===== config.mk =====
export PLATFORM = sky130hd
export DESIGN_NAME = timed_event_queue_top
export DESIGN_NICKNAME = d
export VERILOG_FILES = /design/src/hdl/tevq_pkg.sv /design/src/hdl/tevq_cell.sv /design/src/hdl/timed_event_queue_top.sv
export SDC_FILE = /design/constraint.sdc
export NUM_CORES = 1
export LEC_CHECK = 0
export ABC_CLOCK_PERIOD_IN_PS = 6310
export BUFFER_PORTS_ARGS = -buffer_cell sky130_fd_sc_hd__buf_2
export CORE_MARGIN = 4
export CORE_UTILIZATION = 39
export CTS_CLUSTER_SIZE = 10
export DETAILED_ROUTE_END_ITERATION = 8
export GPL_ROUTABILITY_DRIVEN = 0
export PLACE_DENSITY_LB_ADDON = 0.25
export SYNTH_ARGS = -nofsm -noshare
export SYNTH_HDL_FRONTEND = slang
export SYNTH_SLANG_ARGS = --single-unit

===== constraint.sdc =====
create_clock -name clk -period 6.31 [get_ports clk]
set_input_delay 1.262 -clock clk [delete_from_list [all_inputs] [get_ports clk]]
set_output_delay 1.262 -clock clk [all_outputs]
set_load 0.01 [all_outputs]

===== src/hdl/tevq_pkg.sv =====
// Package for the timed event queue: entry and control types, status codes,
// sequencer states and default sizes. No dependencies.
package tevq_pkg;

	// default number of cells in the event list
	localparam int DEPTH_DEF = 16;

	localparam int CH_W  = 8;
	localparam int DUE_W = 32;

	// result status codes
	typedef enum logic [1:0] {
		ST_QUEUED  = 2'd0,
		ST_DROPPED = 2'd1,
		ST_FIRED   = 2'd2,
		ST_NONE    = 2'd3
	} status_t;

	// input request kinds
	typedef enum logic {
		REQ_POST = 1'b0,
		REQ_TICK = 1'b1
	} req_t;

	// sequencer states
	typedef enum logic [1:0] {
		S_IDLE  = 2'd0,
		S_SCAN  = 2'd1,
		S_FLUSH = 2'd2
	} state_t;

	// one stored event
	typedef struct packed {
		logic [CH_W-1:0]  ch;
		logic [DUE_W-1:0] due;
	} entry_t;

	// per-cycle control broadcast to every cell
	typedef struct packed {
		logic shift;
		logic wr;
	} cell_ctl_t;

endpackage


===== src/hdl/tevq_cell.sv =====
// One cell of the event list: holds a single entry, takes its right-hand
// neighbor on a shift or the broadcast entry when addressed. Uses tevq_pkg.
module tevq_cell #(
	parameter int IDX_W = 4,
	parameter int IDX   = 0
) (
	input  logic                clk,
	input  tevq_pkg::cell_ctl_t ctl,
	input  logic [IDX_W-1:0]    wr_addr,
	input  tevq_pkg::entry_t    wr_data,
	input  tevq_pkg::entry_t    nb,
	output tevq_pkg::entry_t    q
);
	import tevq_pkg::*;

	entry_t ent_q;
	logic   hit;

	assign hit = ctl.wr && (wr_addr == IDX_W'(IDX));

	// addressed write wins over the shift from the neighbor
	always_ff @(posedge clk) begin
		if (hit) begin
			ent_q <= wr_data;
		end else if (ctl.shift) begin
			ent_q <= nb;
		end
	end

	assign q = ent_q;

endmodule


===== src/hdl/timed_event_queue_top.sv =====
// Top level of the timed event queue: input/output streams, the sequencer and
// the row of tevq_cell list cells. Uses tevq_pkg.
//
// The block keeps up to DEPTH pending events in posting order in a row of
// cells that shift toward cell 0. A post is answered with queued or dropped.
// A tick on an empty list is answered at once with nothing due; otherwise
// the sequencer scans the stored events: while the output is not stalled,
// the entries pass one per cycle through the single due-time compare at the
// head cell, kept ones are written back at the tail so order is preserved,
// and the flush state then sends the last fired event (marked tlast) or a
// single nothing-due result. A stalled output holds the scan. The next input
// item is taken once the sequencer is back in idle and the output register
// is free or being emptied.
module timed_event_queue_top #(
	parameter int DEPTH = tevq_pkg::DEPTH_DEF
) (
	input  logic        clk,
	input  logic        arst_n,
	input  logic        s_tvalid,
	output logic        s_tready,
	input  logic [71:0] s_tdata,  // channel_id[7:0], due_time[39:8], now_time[71:40]
	input  logic [0:0]  s_tuser,  // req_type[0]
	output logic        m_tvalid,
	input  logic        m_tready,
	output logic [39:0] m_tdata,  // fired_channel[7:0], fired_due[39:8]
	output logic [1:0]  m_tuser,  // status[1:0]
	output logic        m_tlast
);
	import tevq_pkg::*;

	localparam int IDX_W = (DEPTH > 1) ? $clog2(DEPTH) : 1;
	localparam int CNT_W = $clog2(DEPTH + 1);

	// input fields
	logic [CH_W-1:0]  in_ch;
	logic [DUE_W-1:0] in_due;
	logic [DUE_W-1:0] in_now;
	req_t             in_req;

	assign in_ch  = s_tdata[7:0];
	assign in_due = s_tdata[39:8];
	assign in_now = s_tdata[71:40];
	assign in_req = req_t'(s_tuser[0]);

	state_t           state_q, state_d;
	logic [CNT_W-1:0] cnt_q, cnt_m1;
	logic [CNT_W-1:0] rem_q;
	logic [DUE_W-1:0] now_q;
	logic             pend_v_q;
	entry_t           pend_q;

	logic             out_valid_q;
	status_t          out_st_q;
	entry_t           out_ent_q;
	logic             out_last_q;

	// cell row
	entry_t           cell_q  [DEPTH];
	entry_t           cell_nb [DEPTH];
	cell_ctl_t        ctl;
	logic [IDX_W-1:0] wr_addr;
	entry_t           wr_data;

	// datapath control
	logic    adv, accept, head_hit, full;
	logic    out_load;
	status_t out_load_st;
	entry_t  out_load_ent;
	logic    cnt_inc, cnt_dec;
	logic    tick_start, scan_step, pend_take;

	assign adv      = !out_valid_q || m_tready;
	assign s_tready = (state_q == S_IDLE) && adv;
	assign accept   = s_tvalid && s_tready;
	assign full     = (cnt_q == CNT_W'(DEPTH));
	assign cnt_m1   = cnt_q - CNT_W'(1);
	assign head_hit = (cell_q[0].due <= now_q);

	// next state
	always_comb begin
		state_d = state_q;
		case (state_q)
			S_IDLE: begin
				if (accept && in_req == REQ_TICK && cnt_q != '0) begin
					state_d = S_SCAN;
				end
			end
			S_SCAN: begin
				if (adv && rem_q == CNT_W'(1)) begin
					state_d = S_FLUSH;
				end
			end
			S_FLUSH: begin
				if (adv) begin
					state_d = S_IDLE;
				end
			end
			default: state_d = S_IDLE;
		endcase
	end

	// outputs of the sequencer
	always_comb begin
		ctl          = '0;
		wr_addr      = cnt_q[IDX_W-1:0];
		wr_data      = '{ch: in_ch, due: in_due};
		out_load     = 1'b0;
		out_load_st  = ST_NONE;
		out_load_ent = '0;
		cnt_inc      = 1'b0;
		cnt_dec      = 1'b0;
		tick_start   = 1'b0;
		scan_step    = 1'b0;
		pend_take    = 1'b0;
		case (state_q)
			S_IDLE: begin
				if (accept) begin
					if (in_req == REQ_POST) begin
						out_load = 1'b1;
						if (full) begin
							out_load_st = ST_DROPPED;
						end else begin
							out_load_st = ST_QUEUED;
							ctl.wr      = 1'b1;
							cnt_inc     = 1'b1;
						end
					end else begin
						tick_start = 1'b1;
						if (cnt_q == '0) begin
							out_load    = 1'b1;
							out_load_st = ST_NONE;
						end
					end
				end
			end
			S_SCAN: begin
				if (adv) begin
					scan_step = 1'b1;
					ctl.shift = 1'b1;
					if (head_hit) begin
						cnt_dec   = 1'b1;
						pend_take = 1'b1;
						if (pend_v_q) begin
							out_load     = 1'b1;
							out_load_st  = ST_FIRED;
							out_load_ent = pend_q;
						end
					end else begin
						// kept entry goes back in at the tail
						ctl.wr  = 1'b1;
						wr_addr = cnt_m1[IDX_W-1:0];
						wr_data = cell_q[0];
					end
				end
			end
			S_FLUSH: begin
				if (adv) begin
					out_load = 1'b1;
					if (pend_v_q) begin
						out_load_st  = ST_FIRED;
						out_load_ent = pend_q;
					end else begin
						out_load_st = ST_NONE;
					end
				end
			end
			default: begin
			end
		endcase
	end

	// control registers
	always_ff @(posedge clk or negedge arst_n) begin
		if (!arst_n) begin
			state_q     <= S_IDLE;
			cnt_q       <= '0;
			rem_q       <= '0;
			pend_v_q    <= 1'b0;
			out_valid_q <= 1'b0;
		end else begin
			state_q <= state_d;
			if (cnt_inc) begin
				cnt_q <= cnt_q + CNT_W'(1);
			end else if (cnt_dec) begin
				cnt_q <= cnt_m1;
			end
			if (tick_start) begin
				rem_q    <= cnt_q;
				pend_v_q <= 1'b0;
			end else begin
				if (scan_step) begin
					rem_q <= rem_q - CNT_W'(1);
				end
				if (pend_take) begin
					pend_v_q <= 1'b1;
				end
			end
			if (out_load) begin
				out_valid_q <= 1'b1;
			end else if (m_tready) begin
				out_valid_q <= 1'b0;
			end
		end
	end

	// payload registers
	always_ff @(posedge clk) begin
		if (tick_start) begin
			now_q <= in_now;
		end
		if (pend_take) begin
			pend_q <= cell_q[0];
		end
		if (out_load) begin
			out_st_q   <= out_load_st;
			out_ent_q  <= out_load_ent;
			out_last_q <= (state_q != S_SCAN);
		end
	end

	// row of list cells, each fed by its right-hand neighbor
	for (genvar i = 0; i < DEPTH; i++) begin : g_cell
		if (i == DEPTH - 1) begin : g_end
			assign cell_nb[i] = cell_q[i];
		end else begin : g_mid
			assign cell_nb[i] = cell_q[i + 1];
		end
		tevq_cell #(
			.IDX_W (IDX_W),
			.IDX   (i)
		) u_cell (
			.clk     (clk),
			.ctl     (ctl),
			.wr_addr (wr_addr),
			.wr_data (wr_data),
			.nb      (cell_nb[i]),
			.q       (cell_q[i])
		);
	end

	// output stream
	assign m_tvalid = out_valid_q;
	assign m_tdata  = {out_ent_q.due, out_ent_q.ch};
	assign m_tuser  = out_st_q;
	assign m_tlast  = out_last_q;

`ifndef NO_ASSERTIONS
	a_cnt_bound: assert property (@(posedge clk) disable iff (!arst_n)
		cnt_q <= CNT_W'(DEPTH))
		else $error("event count above list depth");

	a_scan_rem: assert property (@(posedge clk) disable iff (!arst_n)
		state_q == S_SCAN |-> rem_q != '0)
		else $error("scan running with no entries left");

	a_zero_data: assert property (@(posedge clk) disable iff (!arst_n)
		m_tvalid && m_tuser != ST_FIRED |-> m_tdata == '0 && m_tlast)
		else $error("non-fired result with data or without last");

	a_busy_ready: assert property (@(posedge clk) disable iff (!arst_n)
		s_tready |-> state_q == S_IDLE)
		else $error("input ready while a tick is in progress");
`endif

endmodule

==> impl_metrics.yaml, run 1 <==
cts:
  cts-buffers-inserted: 87
  post_cts_resize_count: 0
  htree_num_levels: 3
  clk_path_buf_depth: 3
  clock-sinks: 769
  cts_hold_buf: 0
  cts_tree: "yes"
  clkSlewWorstSetupHoldPaths_ps: 50
  clock-root-buffer: "clkbuf_16"
  cts_setup_buffers: 0
  insertion_delay_ps: 610
pwr:
  total_power_mw: 16.6
  p_leak_nw: 12.3
  power_density_mw_per_mm2: 447
  switching_share_pct: 27.3
  power_frac_comb_pct: 22.6
  power.switching_mw: 4.54
  cellInternalPower_mw: 12.1
  power_frac_seq_pct: 51.6
  pwr-share-clk_pct: 25.8
  ir_drop_mv: 0.301
placed_design:
  dp_hpwl_um: 39400
  pre_cts_slack_ps: 1560
  dpl_cell_area_mm2: 0.0348
  dpl.cell_count: 3004
  numPortBuffers: 121
grt:
  antenna_found_initial: 0
  grt_max_degree: 44
  overflow: 0
  grt_pass1_wl_um: 92400
  grt_pass1_vias: 16321
  grt_usage_pct: 12.7
die:
  start_util_pct: 39.6
  die-area_mm2: 0.0901
  fp.dieW_um: 300
  core-area_mm2: 0.0841
  placementRows: 106
  ioPinCount: 122
  die_h_um: 300
routing:
  vias: 15402
  drcViolationCount: 0
  wl_um: 56800
  dr.pass1.iters: 5
  routed_via_density: 4.96
  drt_iter0_drc: 788
  postRouteAntennaNets: 0
  wl_per_cell_um: 18.3
finish:
  design_area_mm2: 0.0371
  layout.cells.non_filler: 3108
  layout-drive-gt1-share_pct: 44.6
  nNetsFinal: 2076
  syn_to_final_growth_pct: 11.6
  n_antenna_cell: 0
critical_path:
  cpLargestDelayFamily: "simple AND/OR/NAND/NOR gates"
  rr_startpoint: "g_cell[0].u_cell.q[31]$_DFFE_PP_"
  critPathSlowestCell: "nor4_2"
  critPathLaunchType: "register"
  critPathKind: "reg -> reg"
  worst-path-max-fanout: 40
  cp.required_ps: 6640
  reg2reg_depth: 10
  slowest_delay_ps: 660
  path_cells: "ha_1 > nand4_1 > nor4_2 > o41a_4 > a21o_2 > buf_4 > mux2i_4 > a21oi_4 > or2_2 > buf_4"
  cpMostUsedCell: "buf_4"
  reg2reg_to: "g_cell[1].u_cell.q[24]$_DFFE_PP_"
  r2r_setup_slack_ps: 1680
  path_buf_inv: 2
  cp.arrival_ps: 4960
  cp-end-kind: "register"
logic_synthesis:
  syn_area_mm2: 0.0333
  syn_inst: 1840
  synth_warnings: 0
  syn_avg_cell_area_um2: 18.1
  async_reset_ff_share_pct: 1.82
  ys_ff_latch: 769
  synth_edf_count: 755
  synth_ff_type: "edfxtp_1"
  synth_nets: 1957
  synthDistinctLibCells: 52
  yosysSeqAreaShare_pct: 69.2
timing:
  finalCritPeriodShare_pct: 73.3
  max_slew_margin_pct: 19.1
  period_needed_ps: 4630
  rsz0062_at_grt: "false"
  tightestPinTransition_ps: 1210
  finClkSkew_ps: 19.4
  fin_tns_setup_ps: 0
  final_max_slew_viol_count: 0
  fmax_ghz: 0.216
  setup_viol: 0
  hold_viol_final: 0
  fin_ws_ps: 1680
status:
  status: "completed"
worst_hold_path:
  hold_start: "g_cell[0].u_cell.q[0]$_DFFE_PP_"
  hold_end: "pend_q[0]$_DFFE_PP_"
  hold_class: "reg -> reg"
  min_delay_path_depth: 0
job:
  maxCapViolCount: 0
==> per-stage QoR <==
stage	hold slack [ps]	util, %
5_1_grt	436	44.2
2_1_floorplan	420	-
3_3_place_gp	439	41.4
6_report	438	44.2
4_1_cts	434	44.2
3_5_place_dp	437	41.4
==> area by class of cell <==
type | instances | area [um2]
flip-flops and latches | 769 | 23000
multi-input cells | 913 | 9450
clock buffers | 98 | 2250
well taps | 1134 | 1420
fillers | 7247 | 46900
clock inverters | 6 | 51.3
repair buffers | 147 | 801
inverters | 41 | 154
==> logic make-up (layout without fill, tap and decap cells) <==
logic type	Yosys count	count (layout)	synth area share, %
flops	769	769	69.2
mux	643	643	21.9
buf+inv	158	292	2.80
simple gates	139	139	2.30
compound gates	81	81	2.06
fa+ha+maj	40	40	1.50
xor+xnor	10	10	0.263
==> per-layer routing <==
metal  routed length, um  global-route usage, %  up-vias
li1                    -                      -     7279
met1               25200                   16.5     7760
met2               27700                   21.2      263
met3                2120                   2.29      100
met4                1790                   5.04        0
met5                   0                      0        -
==> Yosys cell counts (all sizes together), types with 14 or more instances <==
cell type	n	area [um2]
a21oi	37	279
and2	42	263
buf	99	709
clkbuf	18	67.6
dfrtp	14	350
edfxtp	755	22700
ha	40	500
inv	41	154
mux2	642	7270
nand2	24	90.1
nor2	19	71.3
o21ai	17	85.1
or2	16	100
==> worst max-delay path by stage <==
stage | to | slack [ps] | cells after the start | startpoint
6_report | g_cell[1].u_cell.q[24]$_DFFE_PP_ | 1680 | 10 | g_cell[0].u_cell.q[31]$_DFFE_PP_
5_1_grt | g_cell[0].u_cell.q[0]$_DFFE_PP_ | 1490 | 9 | g_cell[0].u_cell.q[30]$_DFFE_PP_
4_1_cts | g_cell[1].u_cell.q[24]$_DFFE_PP_ | 1680 | 10 | g_cell[0].u_cell.q[31]$_DFFE_PP_
3_5_place_dp | g_cell[1].u_cell.q[12]$_DFFE_PP_ | 1560 | 10 | m_tready
3_3_place_gp | g_cell[3].u_cell.q[36]$_DFFE_PP_ | 1640 | 10 | m_tready
2_1_floorplan | m_tdata[0]$_DFFE_PP_ | 990 | 10 | g_cell[0].u_cell.q[1]$_DFFE_PP_
==> sequential cells by signal, indices dropped and copies added, names as in the netlist, 2 cells and up <==
register,cells
state_q,2
g_cell.u_cell.q,640
pend_q,40
now_q,32
cnt_q,5
m_tuser,2
rem_q,5
m_tdata,40
==> power groups by stage <==
| stage | combinational (mW) | sequential, mW | clock, mW |
|---|---|---|---|
| 4_1_cts | 3.82 | 8.58 | 4.43 |
| 2_1_floorplan | 2.80 | 8.54 | 0 |
| 5_1_grt | 4.16 | 8.73 | 4.64 |
| 3_5_place_dp | 3.78 | 8.68 | 0 |
| 3_3_place_gp | 3.68 | 8.62 | 0 |
| 6_report | 3.75 | 8.56 | 4.29 |
==> cells in the final DEF, fill, tap and decap left out, types with 2 or more instances in the layout <==
cell type  count
or2_2         16
xor2_1         7
a21oi_2        3
mux2_2       576
nand2_1       24
inv_6          3
clkbuf_1       9
dfrtp_1       14
a21o_1         2
inv_1         40
buf_4         26
a32oi_4        3
o21ai_0       15
a211o_1        2
mux2_4        10
xnor2_1        3
mux2_1        56
nor2_1        16
o211ai_2       2
ha_1          40
edfxtp_1     755
o21a_1         2
and2_1        42
nor4_2         2
o21ai_1        2
nand3_1       10
nor2b_1        5
nor2_4         2
a221oi_1       2
clkbuf_16     88
buf_2        121
nand4_1       12
a21oi_4       16
nor3_1         4
a21oi_1       18
==> worst reg2reg max path, delay by kind of cell, from the launching register on <==
family,cells,cell delay (ps)
AO/OA/AOI/OAI,3,700
multiplexers,1,520
adder cells (fa/ha/maj),1,370
flip-flops,1,530
AND/OR/NAND/NOR,3,1360
buffers and inverters,2,880
Power figures use the tool's default switching activity.
==> run 2: changes to the inputs <==
- ABC_CLOCK_PERIOD_IN_PS: 6310 -> 4410
- clock period: 6.31 -> 4.41 ns (I/O delays scaled with it)
==> run 2 against run 1 <==
Setup slack got worse by 1300 ps. Clock skew grew 7.3 ps. Critical path depth is the same. Sequential power grew 43%. Wire length rose by 3.3%. Total power is 46% higher. Global-route usage rose by 0.34 points. Fmax up 15%. Core utilization up 0.49 points. Combinational power rose by 50%. Non-clock buffer count increased by 27. Critical endpoint is now g_cell[1].u_cell.q[0]$_DFFE_PP_. Highest routed layer unchanged.
==> impl_metrics.yaml, run 2 (synthesis results as in run 1) <==
status:
  status: "completed"
cts:
  cts-buffers-inserted: 88
  clk_path_buf_depth: 3
  cts_tree: "yes"
  cts_hold_buf: 0
  clkSlewWorstSetupHoldPaths_ps: 50
  cts_setup_buffers: 0
  clock-sinks: 769
  post_cts_resize_count: 0
  htree_num_levels: 3
  insertion_delay_ps: 610
  clock-root-buffer: "clkbuf_16"
finish:
  final_cell_mix: "edfxtp_1, mux2_2, buf_2"
  layout-drive-gt1-share_pct: 45.2
  final_common_cell: "edfxtp_1"
  fillCellCount: 7275
  largest_reg_flops: 640
  syn_to_final_growth_pct: 12.8
  design_area_mm2: 0.0376
  layout.cells.non_filler: 3145
  n_antenna_cell: 0
  nNetsFinal: 2104
  post-route-util_pct: 44.7
timing:
  period_needed_ps: 4020
  final_max_slew_viol_count: 0
  fin_tns_setup_ps: 0
  tightestPinTransition_ps: 1040
  finalCritPeriodShare_pct: 91.1
  finClkSkew_ps: 26.7
  max_slew_margin_pct: 30.9
  rsz0062_at_grt: "false"
  setup_viol: 0
  whs_ps: 173
  fin_ws_ps: 391
  hold_viol_final: 0
  fmax_ghz: 0.249
routing:
  met2_length_um: 28000
  wl_met1_um: 26200
  drt_iter0_drc: 1024
  postRouteAntennaNets: 0
  vias: 15603
  wl_per_cell_um: 18.6
  drcViolationCount: 0
  met3WireLength_um: 2580
  routed_via_density: 4.96
  highest_layer: "met4"
  dr.pass1.iters: 5
  wl_um: 58600
critical_path:
  crit_cells: 10
  cp-end-kind: "register"
  cpLargestDelayFamily: "compound AO/OA/AOI/OAI gates"
  critPathKind: "reg -> reg"
  slowest_delay_ps: 820
  critPathLaunch: "g_cell[0].u_cell.q[31]$_DFFE_PP_"
  reg2reg_depth: 10
  worst-path-max-fanout: 40
  critPathCapture: "g_cell[1].u_cell.q[0]$_DFFE_PP_"
  critPathLaunchType: "register"
  cp.arrival_ps: 4230
  rr_startpoint: "g_cell[0].u_cell.q[31]$_DFFE_PP_"
  reg2reg_to: "g_cell[1].u_cell.q[0]$_DFFE_PP_"
  path_buf_inv: 1
  path_cells: "ha_1 > nand4_1 > nor2_1 > a221oi_1 > a21oi_2 > a21o_2 > buf_4 > mux2i_4 > a21oi_4 > or2_2"
  cp.required_ps: 4620
  r2r_setup_slack_ps: 390
  critPathSlowestCell: "or2_2"
pwr:
  ir_drop_mv: 0.380
  p_leak_nw: 12.5
  total_power_mw: 24.2
  power_density_mw_per_mm2: 643
die:
  die_h_um: 300
  placementRows: 106
  ioPinCount: 122
  start_util_pct: 39.6
  die-area_mm2: 0.0901
  fp.dieW_um: 300
  core-area_mm2: 0.0841
worst_hold_path:
  hold_class: "in -> async"
grt:
  grt_max_degree: 44
  overflow: 0
  antenna_found_initial: 0
  grt_pass1_wl_um: 94100
  grt_usage_pct: 13.0
  grt_pass1_vias: 16258
placed_design:
  numPortBuffers: 121
  dp_hpwl_um: 40600
  dpl_cell_area_mm2: 0.0351
  dpl.cell_count: 3031
  pre_cts_slack_ps: 336
job:
  maxCapViolCount: 0
==> run 2: changes by cell type in the layout (fill, tap and decap cells not counted), sizes merged <==
cell,before,now
buf,147,174
clkbuf,98,106
clkinv,3,7
inv,44,42
==> run 2: worst min path at each step <==
stage                                      from              endpoint  slack (ps)  cells after the start
2_1_floorplan  g_cell[0].u_cell.q[39]$_DFFE_PP_  pend_q[39]$_DFFE_PP_         420                      0
3_3_place_gp   g_cell[0].u_cell.q[39]$_DFFE_PP_  pend_q[39]$_DFFE_PP_         440                      0
3_5_place_dp    g_cell[0].u_cell.q[0]$_DFFE_PP_   pend_q[0]$_DFFE_PP_         440                      0
4_1_cts                                  arst_n  rem_q[0]$_DFFE_PN0P_         130                      1
5_1_grt                                  arst_n  rem_q[2]$_DFFE_PN0P_         170                      1
6_report                                 arst_n  rem_q[3]$_DFFE_PN0P_         170                      1
==> run 2: layout make-up <==
type / instances / area (um2) / area share [%]
flip-flops and latches: 769 / 23000 / 61.3
well taps: 1134 / 1420 / 3.78
multi-input cells: 913 / 9440 / 25.1
clock buffers: 106 / 2360 / 6.30
inverters: 41 / 154 / 0.410
repair buffers: 174 / 1100 / 2.94
clock inverters: 8 / 48.8 / 0.130
==> run 2: worst reg2reg max path: stages (launching register included) <==
cell and delay [ps]:
edfxtp_1 570, ha_1 380, nand4_1 190, nor2_1 80, a221oi_1 510, a21oi_2 190, a21o_2 280, buf_4 190
mux2i_4 240, a21oi_4 170, or2_2 820
==> run 2: routing by layer <==
layer / global-route usage (%) / vias to the layer above
met5: 0 / -
met4: 5.24 / 0
met3: 2.12 / 111
met2: 21.2 / 332
met1: 17.5 / 7819
li1: - / 7341
==> run 2: power breakdown <==
group	internal, mW	switching, mW
combinational	2.32	3.31
clock	3.71	2.58
sequential	11.5	0.690
total	17.6	6.58
==> run 3: changes to the inputs <==
- BUFFER_PORTS_ARGS: -buffer_cell sky130_fd_sc_hd__buf_2 -> unset
- DONT_BUFFER_PORTS: unset -> 1
- REMOVE_ABC_BUFFERS: unset -> 1
- SKIP_CTS_REPAIR_TIMING: unset -> 1
==> run 3 against run 2 <==
Clock skew fell by 8.8 ps. Critical endpoint is now g_cell[12].u_cell.q[23]$_DFFE_PP_. Core utilization fell by 0.42 points. Setup slack got worse by 92 ps. Fmax shrank 2.2%. Flip-flop and latch count is the same. Wire length increased by 22%. Combinational power grew 3.7%. Total power grew 2.4%. Sequential share of layout area rose by 0.58 points.
==> impl_metrics.yaml, run 3 (synthesis results as in run 1) <==
die:
  start_util_pct: 39.6
  die-area_mm2: 0.0901
  core-area_mm2: 0.0841
  ioPinCount: 122
  placementRows: 106
  die_h_um: 300
  fp.dieW_um: 300
finish:
  largest_reg_flops: 640
  nNetsFinal: 1998
  layout.cells.non_filler: 3040
  design_area_mm2: 0.0372
  final_common_cell: "edfxtp_1"
  layout-drive-gt1-share_pct: 42.2
  syn_to_final_growth_pct: 11.8
  fillCellCount: 7275
  final_cell_mix: "edfxtp_1, mux2_2, clkbuf_16"
timing:
  max_slew_margin_pct: 33.0
  period_needed_ps: 4110
  tightestPinTransition_ps: 1010
  fin_tns_setup_ps: 0
  fmax_ghz: 0.243
  finalCritPeriodShare_pct: 93.2
  finClkSkew_ps: 17.9
  final_max_slew_viol_count: 0
  rsz0062_at_grt: "false"
  hold_viol_final: 0
  setup_viol: 0
critical_path:
  critPathKind: "reg -> reg"
  path_cells: "ha_1 > nand4_1 > nor4_2 > o41a_4 > a21o_4 > mux2_2 > a21oi_4 > or2_2"
  critPathSlowestCell: "or2_2"
  cp-end-kind: "register"
  slowest_delay_ps: 800
  cp.arrival_ps: 4350
  worst-path-max-fanout: 40
  cp.required_ps: 4640
  critPathLaunchType: "register"
cts:
  htree_num_levels: 3
  clk_path_buf_depth: 3
  cts-buffers-inserted: 89
  insertion_delay_ps: 620
  clock-sinks: 769
  clock-root-buffer: "clkbuf_16"
  cts_tree: "yes"
  clkSlewWorstSetupHoldPaths_ps: 50
grt:
  antenna_found_initial: 11
  grt_pass1_wl_um: 110000
  overflow: 0
  grt_pass1_vias: 16548
  grt_max_degree: 44
  grt_usage_pct: 16.0
routing:
  highest_layer: "met5"
  wl_um: 71400
  routed_via_density: 5.23
  met2_length_um: 31700
  drcViolationCount: 0
  wl_met1_um: 34000
  wl_per_cell_um: 23.5
  drt_iter0_drc: 1120
  dr.pass1.iters: 5
  vias: 15893
  postRouteAntennaNets: 0
  met3WireLength_um: 4290
pwr:
  power_density_mw_per_mm2: 665
  p_leak_nw: 12.1
  ir_drop_mv: 0.503
placed_design:
  dp_hpwl_um: 46500
  dpl_cell_area_mm2: 0.0348
  dpl.cell_count: 2923
  numPortBuffers: 0
status:
  status: "completed"
worst_hold_path:
  hold_class: "in -> reg"
job:
  maxCapViolCount: 0
run 3: critical path, delay by kind of cell (launching register included):
kind / cells / cell delay (ps)
AND/OR/NAND/NOR: 3 / 1570
adder cells (fa/ha/maj): 1 / 400
AO/OA/AOI/OAI: 3 / 750
multiplexers: 1 / 460
flip-flops: 1 / 500
run 3: per-stage QoR:
step / setup slack (ps) / util (%) / hold WS (ps) / total power [mW]
after floorplan: -1420 / - / 420 / 16.1
after global placement: 191 / 41.3 / 446 / 18.3
after detailed placement: 192 / 41.3 / 440 / 18.5
after CTS: 169 / 44.2 / -85.1 / 25.1
after global routing: 58.0 / 44.2 / 326 / 26.0
final: 299 / 44.2 / 359 / 24.7
run 3: per-layer routing:
layer | vias up | GRT usage (%)
met4 | 4 | 4.37
met3 | 90 | 3.42
met1 | 8258 | 23.5
li1 | 7139 | -
met2 | 402 | 24.0
met5 | - | 0
run 3: final timing paths:
check                                            startpoint                                end  slack [ps]  cells past startpoint
max in group asynchronous                            arst_n               rem_q[4]$_DFFE_PN0P_        3150                      1
max reg2reg                g_cell[0].u_cell.q[27]$_DFFE_PP_  g_cell[12].u_cell.q[23]$_DFFE_PP_         300                      8
min                                             s_tdata[61]                now_q[21]$_DFFE_PP_         360                      0
min reg2reg                 g_cell[0].u_cell.q[0]$_DFFE_PP_                pend_q[0]$_DFFE_PP_         460                      0
min in group asynchronous                            arst_n               rem_q[2]$_DFFE_PN0P_         780                      1
max                        g_cell[0].u_cell.q[27]$_DFFE_PP_  g_cell[12].u_cell.q[23]$_DFFE_PP_         300                      8
run 3: cell type report:
| cell class | instances | area (um2) | share of cell area, % |
|---|---|---|---|
| Sequential cell | 769 | 23000 | 61.9 |
| Multi-Input combinational cell | 913 | 9460 | 25.4 |
| Clock buffer | 106 | 2370 | 6.38 |
| Tap cell | 1134 | 1420 | 3.81 |
| Timing Repair Buffer | 67 | 718 | 1.93 |
| Inverter | 41 | 154 | 0.414 |
| Clock inverter | 9 | 57.6 | 0.155 |
| Antenna cell | 1 | 2.50 | 0.00673 |
run 3: where the power goes:
part / internal (mW) / switching (mW) / leakage [nW]
sequential: 11.6 / 0.931 / 7.18
combinational: 2.28 / 3.55 / 3.78
clock: 3.73 / 2.68 / 1.19
total: 17.6 / 7.16 / 12.1
